**src/rtl/arpc_pkg.sv**
```systemverilog
`timescale 1ns / 1ps
`default_nettype none

package arpc_pkg;

  // ARP header constants for Ethernet / IPv4.
  localparam logic [15:0] HTYPE_ETH = 16'h0001;
  localparam logic [15:0] PTYPE_IP4 = 16'h0800;
  localparam logic [15:0] OPER_REQ  = 16'h0001;
  localparam logic [15:0] OPER_REP  = 16'h0002;
  localparam logic [7:0]  HW_LEN    = 8'd6;
  localparam logic [7:0]  PROTO_LEN = 8'd4;
  localparam logic [15:0] HDR_BYTES = 16'd28;

  localparam logic [1:0]  FRAME_REQ = 2'd1;
  localparam logic [1:0]  FRAME_REP = 2'd2;

  localparam logic [47:0] MAC_BCAST = 48'hFFFF_FFFF_FFFF;

  // Command codes on the input word.
  localparam logic [1:0] CMD_RECEIVE = 2'd0;
  localparam logic [1:0] CMD_LOOKUP  = 2'd1;
  localparam logic [1:0] CMD_RESOLVE = 2'd2;

  // Register index of the own IPv4 address.
  localparam logic REG_OWN_IP = 1'b0;

  typedef enum logic [3:0] {
    ST_REPLY_STORED = 4'd0,
    ST_REQ_ANSWERED = 4'd1,
    ST_TOO_SHORT    = 4'd2,
    ST_BAD_FORMAT   = 4'd3,
    ST_UNKNOWN_OPER = 4'd4,
    ST_LOOKUP_HIT   = 4'd5,
    ST_LOOKUP_MISS  = 4'd6,
    ST_RESOLVE_HIT  = 4'd7,
    ST_REQUEST_SENT = 4'd8
  } status_t;

  // What an accepted word turns into once it has been classified.
  typedef enum logic [2:0] {
    OP_STORE_REQ,
    OP_STORE_REP,
    OP_SHORT,
    OP_BAD,
    OP_UNKNOWN,
    OP_LOOKUP,
    OP_RESOLVE
  } op_t;

  typedef enum logic [1:0] {
    S_IDLE,
    S_SCAN,
    S_FINISH
  } state_t;

  typedef struct packed {
    logic [1:0]  dev;
    logic [31:0] ip;
    logic [47:0] mac;
    logic [31:0] stamp;
  } entry_t;

endpackage

`default_nettype wire

```
**src/rtl/arp_cache_and_responder.sv**
```systemverilog
`timescale 1ns / 1ps
`default_nettype none
// A command that searches the cache scans the entries in slot order and stops at the first
// match; a rejected receive word skips the scan. Command 3 is taken and dropped. The scan
// reads one entry per cycle through the single read port. A new word is held off by busy
// until the last one is finished; the receiver cannot stall.
// Reset (rst_n low, synchronous) empties the cache and clears the own address register.

module arp_cache_and_responder
  import arpc_pkg::*;
#(
  parameter int ENTRIES = 8
) (
  input  wire logic        clk,
  input  wire logic        rst_n,

  // Configuration port.
  input  wire logic        psel,
  input  wire logic        penable,
  input  wire logic        pwrite,
  input  wire logic [2:0]  paddr,
  input  wire logic [31:0] pwdata,
  output logic [31:0]      prdata,
  output logic             pready,

  // Command input.
  input  wire logic        start,
  output logic             busy,
  input  wire logic [1:0]  in_command,
  input  wire logic [1:0]  in_device,
  input  wire logic [15:0] in_packet_length,
  input  wire logic [15:0] in_hw_type,
  input  wire logic [15:0] in_proto_type,
  input  wire logic [7:0]  in_hw_len,
  input  wire logic [7:0]  in_proto_len,
  input  wire logic [15:0] in_arp_oper,
  input  wire logic [47:0] in_sender_mac,
  input  wire logic [31:0] in_sender_ip,
  input  wire logic [31:0] in_target_ip,
  input  wire logic [31:0] in_now,

  // Result output.
  output logic             out_valid,
  output logic [3:0]       out_status,
  output logic             out_send_frame,
  output logic [1:0]       out_frame_oper,
  output logic [47:0]      out_frame_dest_mac,
  output logic [47:0]      out_frame_target_mac,
  output logic [31:0]      out_frame_sender_ip,
  output logic [31:0]      out_frame_target_ip,
  output logic [47:0]      out_found_mac
);

  localparam int IDX_W = $clog2(ENTRIES);
  localparam int CNT_W = IDX_W + 1;
  localparam logic [CNT_W-1:0] CNT_END  = CNT_W'(ENTRIES);
  localparam logic [IDX_W-1:0] IDX_LAST = IDX_W'(ENTRIES - 1);

  // ---------------------------------------------------------------------------
  // Configuration register. Only the own address register exists; the word at
  // byte address 4 and above reads as zero and ignores writes.
  // ---------------------------------------------------------------------------
  logic [31:0] own_ip_r;
  logic        cfg_wr;

  assign pready = 1'b1;
  assign cfg_wr = psel && penable && pwrite && pready && (paddr[2] == REG_OWN_IP);
  assign prdata = (paddr[2] == REG_OWN_IP) ? own_ip_r : 32'd0;

  always_ff @(posedge clk) begin
    if (!rst_n) begin
      own_ip_r <= '0;
    end else if (cfg_wr) begin
      own_ip_r <= pwdata;
    end
  end

  // ---------------------------------------------------------------------------
  // Entry memory.
  // ---------------------------------------------------------------------------
  logic [IDX_W-1:0]   rd_addr;
  entry_t             rd_data;
  logic               wr_en;
  logic [IDX_W-1:0]   wr_addr;
  entry_t             wr_data;
  logic [ENTRIES-1:0] valid;

  arpc_table #(.ENTRIES(ENTRIES)) u_table (
    .clk     (clk),
    .rst_n   (rst_n),
    .rd_addr (rd_addr),
    .rd_data (rd_data),
    .wr_en   (wr_en),
    .wr_addr (wr_addr),
    .wr_data (wr_data),
    .valid   (valid)
  );

  // ---------------------------------------------------------------------------
  // Word classification at the accepting edge. A receive word is sorted into
  // short, malformed, unknown operation, or one of the two storing cases.
  // ---------------------------------------------------------------------------
  logic accept;
  op_t  in_op;
  logic in_drop;
  logic hdr_ok;

  assign accept = start && !busy;
  assign hdr_ok = (in_hw_type == HTYPE_ETH) && (in_proto_type == PTYPE_IP4) &&
                  (in_hw_len == HW_LEN) && (in_proto_len == PROTO_LEN);

  always_comb begin
    in_op   = OP_LOOKUP;
    in_drop = 1'b0;
    priority if (in_command == CMD_RECEIVE) begin
      priority if (in_packet_length < HDR_BYTES) begin
        in_op = OP_SHORT;
      end else if (!hdr_ok) begin
        in_op = OP_BAD;
      end else if (in_arp_oper == OPER_REQ) begin
        in_op = OP_STORE_REQ;
      end else if (in_arp_oper == OPER_REP) begin
        in_op = OP_STORE_REP;
      end else begin
        in_op = OP_UNKNOWN;
      end
    end else if (in_command == CMD_LOOKUP) begin
      in_op = OP_LOOKUP;
    end else if (in_command == CMD_RESOLVE) begin
      in_op = OP_RESOLVE;
    end else begin
      // The unused command code is taken and produces nothing.
      in_drop = 1'b1;
    end
  end

  // Whether the classified word needs a pass over the cache.
  logic in_scan;
  assign in_scan = (in_op == OP_STORE_REQ) || (in_op == OP_STORE_REP) ||
                   (in_op == OP_LOOKUP) || (in_op == OP_RESOLVE);

  // ---------------------------------------------------------------------------
  // Sequencer.
  // ---------------------------------------------------------------------------
  state_t state_r, state_nxt;

  // Latched word.
  op_t         op_r;
  logic [1:0]  dev_r;
  logic [47:0] smac_r;
  logic [31:0] sip_r;
  logic [31:0] tip_r;
  logic [31:0] now_r;

  // Scan pipeline: rd_idx_r is the next address issued, chk_* the entry whose
  // read data is present this cycle.
  logic [CNT_W-1:0] rd_idx_r, rd_idx_nxt;
  logic             chk_vld_r, chk_vld_nxt;
  logic [IDX_W-1:0] chk_idx_r, chk_idx_nxt;

  // Search results.
  logic             hit_r, hit_nxt;
  logic [IDX_W-1:0] hit_idx_r, hit_idx_nxt;
  logic [47:0]      hit_mac_r, hit_mac_nxt;
  logic             free_found_r, free_found_nxt;
  logic [IDX_W-1:0] free_idx_r, free_idx_nxt;
  logic             old_found_r, old_found_nxt;
  logic [IDX_W-1:0] old_idx_r, old_idx_nxt;
  logic [31:0]      old_stamp_r, old_stamp_nxt;

  logic        is_store;
  logic [31:0] key_ip;
  logic        ev_valid;
  logic        ev_match;
  logic        scan_done;

  assign is_store  = (op_r == OP_STORE_REQ) || (op_r == OP_STORE_REP);
  assign key_ip    = is_store ? sip_r : tip_r;
  assign ev_valid  = chk_vld_r && valid[chk_idx_r];
  assign ev_match  = ev_valid && (rd_data.dev == dev_r) && (rd_data.ip == key_ip);
  assign scan_done = chk_vld_r && (ev_match || (chk_idx_r == IDX_LAST));
  assign rd_addr   = rd_idx_r[IDX_W-1:0];

  // Next state.
  always_comb begin
    state_nxt = state_r;
    unique case (state_r)
      S_IDLE: begin
        if (accept && !in_drop) begin
          state_nxt = in_scan ? S_SCAN : S_FINISH;
        end
      end
      S_SCAN: begin
        if (scan_done) begin
          state_nxt = S_FINISH;
        end
      end
      S_FINISH: begin
        state_nxt = S_IDLE;
      end
      default: begin
        state_nxt = S_IDLE;
      end
    endcase
  end

  // Scan datapath.
  always_comb begin
    rd_idx_nxt     = rd_idx_r;
    chk_vld_nxt    = chk_vld_r;
    chk_idx_nxt    = chk_idx_r;
    hit_nxt        = hit_r;
    hit_idx_nxt    = hit_idx_r;
    hit_mac_nxt    = hit_mac_r;
    free_found_nxt = free_found_r;
    free_idx_nxt   = free_idx_r;
    old_found_nxt  = old_found_r;
    old_idx_nxt    = old_idx_r;
    old_stamp_nxt  = old_stamp_r;
    unique case (state_r)
      S_IDLE: begin
        rd_idx_nxt     = '0;
        chk_vld_nxt    = 1'b0;
        hit_nxt        = 1'b0;
        free_found_nxt = 1'b0;
        old_found_nxt  = 1'b0;
        old_stamp_nxt  = '1;
      end
      S_SCAN: begin
        if (rd_idx_r < CNT_END) begin
          rd_idx_nxt  = rd_idx_r + CNT_W'(1);
          chk_vld_nxt = 1'b1;
          chk_idx_nxt = rd_idx_r[IDX_W-1:0];
        end else begin
          chk_vld_nxt = 1'b0;
        end
        if (ev_match) begin
          hit_nxt     = 1'b1;
          hit_idx_nxt = chk_idx_r;
          hit_mac_nxt = rd_data.mac;
        end else if (chk_vld_r) begin
          if (!ev_valid && !free_found_r) begin
            free_found_nxt = 1'b1;
            free_idx_nxt   = chk_idx_r;
          end
          // Strict compare keeps the lowest index on a tie; a stamp at its
          // maximum never qualifies, so slot 0 is the fallback.
          if (ev_valid && (rd_data.stamp < old_stamp_r)) begin
            old_found_nxt = 1'b1;
            old_idx_nxt   = chk_idx_r;
            old_stamp_nxt = rd_data.stamp;
          end
        end
      end
      S_FINISH: begin
        chk_vld_nxt = 1'b0;
      end
      default: begin
        chk_vld_nxt = 1'b0;
      end
    endcase
  end

  always_ff @(posedge clk) begin
    if (!rst_n) begin
      state_r   <= S_IDLE;
      chk_vld_r <= 1'b0;
    end else begin
      state_r   <= state_nxt;
      chk_vld_r <= chk_vld_nxt;
    end
  end

  always_ff @(posedge clk) begin
    rd_idx_r     <= rd_idx_nxt;
    chk_idx_r    <= chk_idx_nxt;
    hit_r        <= hit_nxt;
    hit_idx_r    <= hit_idx_nxt;
    hit_mac_r    <= hit_mac_nxt;
    free_found_r <= free_found_nxt;
    free_idx_r   <= free_idx_nxt;
    old_found_r  <= old_found_nxt;
    old_idx_r    <= old_idx_nxt;
    old_stamp_r  <= old_stamp_nxt;
    if (accept) begin
      op_r   <= in_op;
      dev_r  <= in_device;
      smac_r <= in_sender_mac;
      sip_r  <= in_sender_ip;
      tip_r  <= in_target_ip;
      now_r  <= in_now;
    end
  end

  assign busy = (state_r != S_IDLE);

  // ---------------------------------------------------------------------------
  // Write-back. A matching entry is rewritten in place; its device and address
  // are the key, so writing the whole row leaves them as they were.
  // ---------------------------------------------------------------------------
  always_comb begin
    wr_en         = (state_r == S_FINISH) && is_store;
    wr_data.dev   = dev_r;
    wr_data.ip    = sip_r;
    wr_data.mac   = smac_r;
    wr_data.stamp = now_r;
    priority if (hit_r) begin
      wr_addr = hit_idx_r;
    end else if (free_found_r) begin
      wr_addr = free_idx_r;
    end else if (old_found_r) begin
      wr_addr = old_idx_r;
    end else begin
      wr_addr = '0;
    end
  end

  // ---------------------------------------------------------------------------
  // Result register. Loaded in the finishing cycle and shown for one cycle.
  // ---------------------------------------------------------------------------
  logic        out_valid_r, out_valid_nxt;
  status_t     status_r, status_nxt;
  logic        send_r, send_nxt;
  logic [1:0]  foper_r, foper_nxt;
  logic [47:0] fdmac_r, fdmac_nxt;
  logic [47:0] ftmac_r, ftmac_nxt;
  logic [31:0] fsip_r, fsip_nxt;
  logic [31:0] ftip_r, ftip_nxt;
  logic [47:0] found_r, found_nxt;

  always_comb begin
    out_valid_nxt = (state_r == S_FINISH);
    status_nxt    = ST_REPLY_STORED;
    send_nxt      = 1'b0;
    foper_nxt     = '0;
    fdmac_nxt     = '0;
    ftmac_nxt     = '0;
    fsip_nxt      = '0;
    ftip_nxt      = '0;
    found_nxt     = '0;
    unique case (op_r)
      OP_STORE_REQ: begin
        // Answer the requester; the target address is not checked against ours.
        status_nxt = ST_REQ_ANSWERED;
        send_nxt   = 1'b1;
        foper_nxt  = FRAME_REP;
        fdmac_nxt  = smac_r;
        ftmac_nxt  = smac_r;
        fsip_nxt   = tip_r;
        ftip_nxt   = sip_r;
      end
      OP_STORE_REP: status_nxt = ST_REPLY_STORED;
      OP_SHORT:     status_nxt = ST_TOO_SHORT;
      OP_BAD:       status_nxt = ST_BAD_FORMAT;
      OP_UNKNOWN:   status_nxt = ST_UNKNOWN_OPER;
      OP_LOOKUP: begin
        if (hit_r) begin
          status_nxt = ST_LOOKUP_HIT;
          found_nxt  = hit_mac_r;
        end else begin
          status_nxt = ST_LOOKUP_MISS;
        end
      end
      OP_RESOLVE: begin
        if (hit_r) begin
          status_nxt = ST_RESOLVE_HIT;
          found_nxt  = hit_mac_r;
        end else begin
          // Broadcast request for the unresolved address.
          status_nxt = ST_REQUEST_SENT;
          send_nxt   = 1'b1;
          foper_nxt  = FRAME_REQ;
          fdmac_nxt  = MAC_BCAST;
          fsip_nxt   = own_ip_r;
          ftip_nxt   = tip_r;
        end
      end
      default: status_nxt = ST_REPLY_STORED;
    endcase
  end

  always_ff @(posedge clk) begin
    if (!rst_n) begin
      out_valid_r <= 1'b0;
    end else begin
      out_valid_r <= out_valid_nxt;
    end
  end

  always_ff @(posedge clk) begin
    if (state_r == S_FINISH) begin
      status_r <= status_nxt;
      send_r   <= send_nxt;
      foper_r  <= foper_nxt;
      fdmac_r  <= fdmac_nxt;
      ftmac_r  <= ftmac_nxt;
      fsip_r   <= fsip_nxt;
      ftip_r   <= ftip_nxt;
      found_r  <= found_nxt;
    end
  end

  assign out_valid            = out_valid_r;
  assign out_status           = status_r;
  assign out_send_frame       = send_r;
  assign out_frame_oper       = foper_r;
  assign out_frame_dest_mac   = fdmac_r;
  assign out_frame_target_mac = ftmac_r;
  assign out_frame_sender_ip  = fsip_r;
  assign out_frame_target_ip  = ftip_r;
  assign out_found_mac        = found_r;

endmodule

`default_nettype wire

```
**src/rtl/arpc_table.sv**
```systemverilog
`timescale 1ns / 1ps
`default_nettype none

module arpc_table
  import arpc_pkg::*;
#(
  parameter int ENTRIES = 8,
  localparam int IDX_W  = $clog2(ENTRIES)
) (
  input  wire logic               clk,
  input  wire logic               rst_n,
  input  wire logic [IDX_W-1:0]   rd_addr,
  output entry_t                  rd_data,
  input  wire logic               wr_en,
  input  wire logic [IDX_W-1:0]   wr_addr,
  input  entry_t                  wr_data,
  output logic [ENTRIES-1:0]      valid
);

  entry_t mem [ENTRIES];
  logic [ENTRIES-1:0] valid_r;

  // Single write port, single registered read port.
  always_ff @(posedge clk) begin
    if (wr_en) begin
      mem[wr_addr] <= wr_data;
    end
    rd_data <= mem[rd_addr];
  end

  // Valid bits live in flops so that reset empties the cache at once.
  always_ff @(posedge clk) begin
    if (!rst_n) begin
      valid_r <= '0;
    end else if (wr_en) begin
      valid_r[wr_addr] <= 1'b1;
    end
  end

  assign valid = valid_r;

endmodule

`default_nettype wire

```
**config.mk**
```make
export PLATFORM = sky130hd
export DESIGN_NAME = arp_cache_and_responder
export DESIGN_NICKNAME = d
export VERILOG_FILES = /design/src/rtl/arpc_pkg.sv /design/src/rtl/arp_cache_and_responder.sv /design/src/rtl/arpc_table.sv
export SDC_FILE = /design/constraint.sdc
export NUM_CORES = 2
export LEC_CHECK = 0
export BUFFER_PORTS_ARGS = -buffer_cell sky130_fd_sc_hd__buf_2
export CORE_MARGIN = 8
export CORE_UTILIZATION = 53
export DETAILED_ROUTE_END_ITERATION = 6
export GPL_ROUTABILITY_DRIVEN = 0
export GPL_TIMING_DRIVEN = 1
export PLACE_DENSITY = 0.75
export SKIP_LAST_GASP = 1
export SLEW_MARGIN = 5
export SYNTH_ARGS = -nofsm -noshare
export SYNTH_HDL_FRONTEND = slang
export SYNTH_SLANG_ARGS = --single-unit
```
**constraint.sdc**
```tcl
create_clock -name clk -period 16.93 [get_ports clk]
set_input_delay 1.693 -clock clk [delete_from_list [all_inputs] [get_ports clk]]
set_output_delay 1.693 -clock clk [all_outputs]
set_load 0.01 [all_outputs]
```
==> flow_summary.html <==
<table>
<tr><th>Metric</th><th>Value</th></tr>
<tr><th colspan="2">Yosys</th></tr>
<tr><td>Syn nets</td><td>3,029</td></tr>
<tr><td>Area of the mapped netlist</td><td>56,200 um2</td></tr>
<tr><td>Area share of the largest cell type after synthesis</td><td>73.5%</td></tr>
<tr><td>Count of different cell masters after synthesis</td><td>64</td></tr>
<tr><td>Async set or reset register ratio after synthesis</td><td>0%</td></tr>
<tr><td>Gate Count Post-Synth</td><td>2,728</td></tr>
<tr><td>Number of enable flip-flop cells after synthesis</td><td>1,375</td></tr>
<tr><td>Part of the Yosys area used for sequential elements</td><td>79.1%</td></tr>
<tr><td>Post-Synthesis Mean Instance Area</td><td>20.6 um2</td></tr>
<tr><td>Yosys synthesis warning count</td><td>0</td></tr>
<tr><td>Area contributors post-synth</td><td>edfxtp_1, mux4_2, dfxtp_1</td></tr>
<tr><td>Largest area contributor in the synthesized netlist</td><td>edfxtp_1</td></tr>
<tr><td>Top_reg_cell synth</td><td>edfxtp_1</td></tr>
<tr><td>Number of storage elements in the synthesis netlist</td><td>1,533</td></tr>
<tr><th colspan="2">Finish</th></tr>
<tr><td>Most common cell after layout, fill and taps aside</td><td>edfxtp_1</td></tr>
<tr><td>Non-filler instance count after layout</td><td>4,835</td></tr>
<tr><td>Share of layout cells above drive strength 1</td><td>34.7%</td></tr>
<tr><td>Number of nets in the layout</td><td>3,619</td></tr>
<tr><td>Most used cells in the layout excluding fill and tap cells</td><td>edfxtp_1, buf_2, mux4_2</td></tr>
<tr><td>Final design utilization</td><td>62.1%</td></tr>
<tr><td>Post-route standard cell area excluding fillers</td><td>65,400 um2</td></tr>
<tr><td>Area growth syn-to-layout</td><td>16.4%</td></tr>
<tr><td>Fill cell total of the finished layout</td><td>7,229</td></tr>
<tr><td>Area occupied by registers</td><td>44,500 um2</td></tr>
<tr><td>Total area of multi-input combinational cells</td><td>11,200 um2</td></tr>
<tr><th colspan="2">Setup path</th></tr>
<tr><td>Cell with the biggest individual delay on the critical path</td><td>buf_4</td></tr>
<tr><td>Cell type group with the largest total delay on the critical path</td><td>simple AND/OR/NAND/NOR gates</td></tr>
<tr><td>Required @ worst endpoint</td><td>17,280 ps</td></tr>
<tr><td>Minimum setup slack among reg-to-reg paths</td><td>12,610 ps</td></tr>
<tr><td>Crit-path cells</td><td>nor2_4 &gt; buf_4 &gt; mux2i_1 &gt; xor2_1 &gt; nand4_1 &gt; or4_1 &gt; or4_4 &gt; nor2_4 &gt; buf_4</td></tr>
<tr><td>Setup crit end kind</td><td>flop</td></tr>
<tr><td>Max stage delay on crit path</td><td>640 ps</td></tr>
<tr><td>Critical Path AT</td><td>4660 ps</td></tr>
<tr><td>Worst-path fanout max</td><td>51</td></tr>
<tr><td>Startpoint-to-endpoint class of the critical path</td><td>flop to flop</td></tr>
<tr><td>Startpoint types</td><td>flop</td></tr>
<tr><td>Worst path buffer plus inverter count</td><td>2</td></tr>
<tr><th colspan="2">Power and ir drop</th></tr>
<tr><td>Fraction of power consumed by sequential logic</td><td>50.7%</td></tr>
<tr><td>Switching power of the nets</td><td>0.00251 W</td></tr>
<tr><td>Leakage power</td><td>22.5 nW</td></tr>
<tr><td>Part of the total power dissipated in the clock network</td><td>33.3%</td></tr>
<tr><td>Maximum resistive drop on vdd</td><td>0.000117 V</td></tr>
<tr><td>Cell area power density</td><td>151 nW/um2</td></tr>
<tr><td>Fraction of power spent switching nets</td><td>25.5%</td></tr>
<tr><td>Combinational share of power</td><td>16.0%</td></tr>
<tr><td>Internal power</td><td>0.00735 W</td></tr>
<tr><th colspan="2">CTS</th></tr>
<tr><td>Total number of H-tree levels</td><td>4</td></tr>
<tr><td>Total of cells resized after clock tree synthesis</td><td>0</td></tr>
<tr><td>Number of clock sinks seen by CTS</td><td>1,533</td></tr>
<tr><td>CTS Buf Count</td><td>151</td></tr>
<tr><td>Clock tree from TritonCTS</td><td>done</td></tr>
<tr><td>Master cell of the clock root buffer</td><td>clkbuf_16</td></tr>
<tr><td>Clock Latency Late Sink</td><td>730 ps</td></tr>
<tr><td>Maximum buffer depth of the clock tree</td><td>3</td></tr>
<tr><td>Clock-pin slew reported for the worst setup and hold paths after clock tree synthesis</td><td>60 ps</td></tr>
<tr><td>Number of buffers inserted by hold repair at cts</td><td>0</td></tr>
<tr><td>Buffers inserted during post-CTS setup optimization</td><td>0</td></tr>
<tr><th colspan="2">Timing</th></tr>
<tr><td>Transition time at the pin with the least slew margin</td><td>1300 ps</td></tr>
<tr><td>Clock period minus worst slack</td><td>4320 ps</td></tr>
<tr><td>Final TNS setup</td><td>0 ps</td></tr>
<tr><td>Final setup violation count</td><td>0</td></tr>
<tr><td>Hold violation total from the final report</td><td>0</td></tr>
<tr><td>Worst setup skew after layout</td><td>25.5 ps</td></tr>
<tr><td>Max-slew headroom at the worst pin</td><td>13.3%</td></tr>
<tr><td>Final Max Tran Viols</td><td>0</td></tr>
<tr><td>Hold slack</td><td>402 ps</td></tr>
<tr><td>Timing-limited maximum frequency</td><td>232 MHz</td></tr>
<tr><td>Setup repair after global routing missed its margin</td><td>no</td></tr>
<tr><td>Tcrit/Tclk final</td><td>25.5%</td></tr>
<tr><th colspan="2">Route</th></tr>
<tr><td>Routed length per instance</td><td>25.9 um</td></tr>
<tr><td>Post-detailed-route via-to-cell ratio</td><td>5.68</td></tr>
<tr><td>Count of nets left with antenna violations after detail routing</td><td>0</td></tr>
<tr><td>Vias</td><td>27,500</td></tr>
<tr><td>First DRT Iteration DRCs</td><td>2,147</td></tr>
<tr><td>Drt first pass iters</td><td>4</td></tr>
<tr><td>Count of unresolved DRC violations after routing</td><td>0</td></tr>
<tr><td>DRT Wirelength</td><td>125,000 um</td></tr>
<tr><th colspan="2">Worst hold path</th></tr>
<tr><td>Path class of the lowest-slack min-delay path</td><td>flop to flop</td></tr>
<tr><th colspan="2">Job</th></tr>
<tr><td>Max capacitance violation total</td><td>0</td></tr>
<tr><th colspan="2">GRT</th></tr>
<tr><td>Antenna violations before repair</td><td>7</td></tr>
<tr><td>Vias in the first global route</td><td>29,200</td></tr>
<tr><td>Final global-route overflow total</td><td>0</td></tr>
<tr><td>Global-route wire length before repair</td><td>183,000 um</td></tr>
<tr><td>Maximum number of pins on one net before global-route repair</td><td>158</td></tr>
<tr><td>Total global-route track usage</td><td>21.0%</td></tr>
<tr><th colspan="2">Die</th></tr>
<tr><td>Area inside the core boundary</td><td>105,000 um2</td></tr>
<tr><td>Number of placement rows</td><td>119</td></tr>
<tr><td>DIE WIDTH</td><td>342 um</td></tr>
<tr><td>Die outline area</td><td>117,000 um2</td></tr>
<tr><td>Initial standard-cell utilization of the core</td><td>53.4%</td></tr>
<tr><td>Height of the die</td><td>342 um</td></tr>
<tr><td>Num ports</td><td>519</td></tr>
<tr><th colspan="2">Placed design</th></tr>
<tr><td>Input/output buffers</td><td>513</td></tr>
<tr><td>Estimated wirelength of the detail-placed design</td><td>73,500 um</td></tr>
<tr><td>Instance area at placement</td><td>60,500 um2</td></tr>
<tr><td>Total instance count after detailed placement</td><td>4,556</td></tr>
<tr><th colspan="2">Status</th></tr>
<tr><td>Result of the run</td><td>finished, final reports clean</td></tr>
</table>
==> final timing paths <==
| check | startpoint | to | cells after the start |
|---|---|---|---|
| setup / recovery | op_r[1] | hit_mac_r[0] | 9 |
| hold / removal | u_table.rd_data[32] | hit_mac_r[0] | 0 |
| setup reg to reg | op_r[1] | hit_mac_r[0] | 9 |
| hold reg to reg | u_table.rd_data[32] | hit_mac_r[0] | 0 |
==> through the flow <==
stage          power [W]  setup slack (ps)
3_5_place_dp     0.00667             12390
6_report         0.00985             12610
4_1_cts          0.00995             12380
3_3_place_gp     0.00663             12440
2_1_floorplan    0.00612              4190
5_1_grt           0.0102             12380
==> layout make-up <==
cell class | count | area share, %
clock buffers | 209 | 6.43
well taps | 1391 | 2.66
multi-input cells | 1028 | 17.1
inverters | 46 | 0.264
flip-flops and latches | 1533 | 68.0
clock inverters | 68 | 1.04
repair buffers | 558 | 4.48
diodes | 2 | 0.00765
==> power groups by stage <==
stage | clock [W] | sequential (W) | combinational (W)
after floorplan | 0 | 0.00503 | 0.00109
after global placement | 0 | 0.00505 | 0.00157
after detailed placement | 0 | 0.00507 | 0.00160
after CTS | 0.00334 | 0.00500 | 0.00161
after global routing | 0.00348 | 0.00504 | 0.00171
final | 0.00328 | 0.00500 | 0.00158
==> worst register-to-register path, cell delays in order, from the launching register on <==
cell and delay (ps):
edfxtp_1 540, nor2_4 130, buf_4 450, mux2i_1 390, xor2_1 350, nand4_1 160, or4_1 530, or4_4 550
nor2_4 100, buf_4 640
==> synth_stat cells, types with 3 or more instances <==
cell type / instances
edfxtp_1: 1375
mux4_2: 230
dfxtp_1: 158
mux2_2: 115
and2_1: 100
clkbuf_1: 88
nand2_1: 87
a22o_1: 64
or2_2: 51
inv_1: 46
nand2b_1: 38
nor2b_1: 38
a21boi_0: 33
ha_1: 32
buf_1: 28
nor2_1: 25
nor4_1: 19
xnor2_1: 19
a21oi_1: 18
mux2i_1: 17
nand4_1: 16
o21ai_0: 15
xor2_1: 15
nand3_1: 14
a21o_1: 12
o21a_1: 10
a31oi_1: 7
nor4b_1: 5
a22oi_1: 3
and3_1: 3
nor3_1: 3
o31ai_1: 3
==> sequential cells by signal, indices dropped and copies added (netlist names), 48 cells and up <==
| signal | cells |
|---|---|
| hit_mac_r | 48 |
| out_found_mac | 48 |
| out_frame_dest_mac | 48 |
| out_frame_target_mac | 48 |
| smac_r | 48 |
| u_table.mem | 912 |
| u_table.rd_data | 114 |
==> routing by layer <==
layer,vias to the layer above,wire length [um],global-route usage (%)
met5,-,26,0
met2,1053,62300,35.9
met1,14200,50300,26.7
met4,4,3150,6.22
li1,12100,-,-
met3,192,9210,5.36
==> cells by family after synthesis <==
family / Yosys count / synth area share (%)
multiplexers: 362 / 11.8
XOR/XNOR: 34 / 0.530
buffers and inverters: 167 / 1.15
flip-flops: 1533 / 79.1
AND/OR/NAND/NOR: 415 / 4.19
AO/OA/AOI/OAI: 184 / 2.48
other: 1 / 0.00667
adder cells (fa/ha/maj): 32 / 0.713
Power figures use the tool's default switching activity.
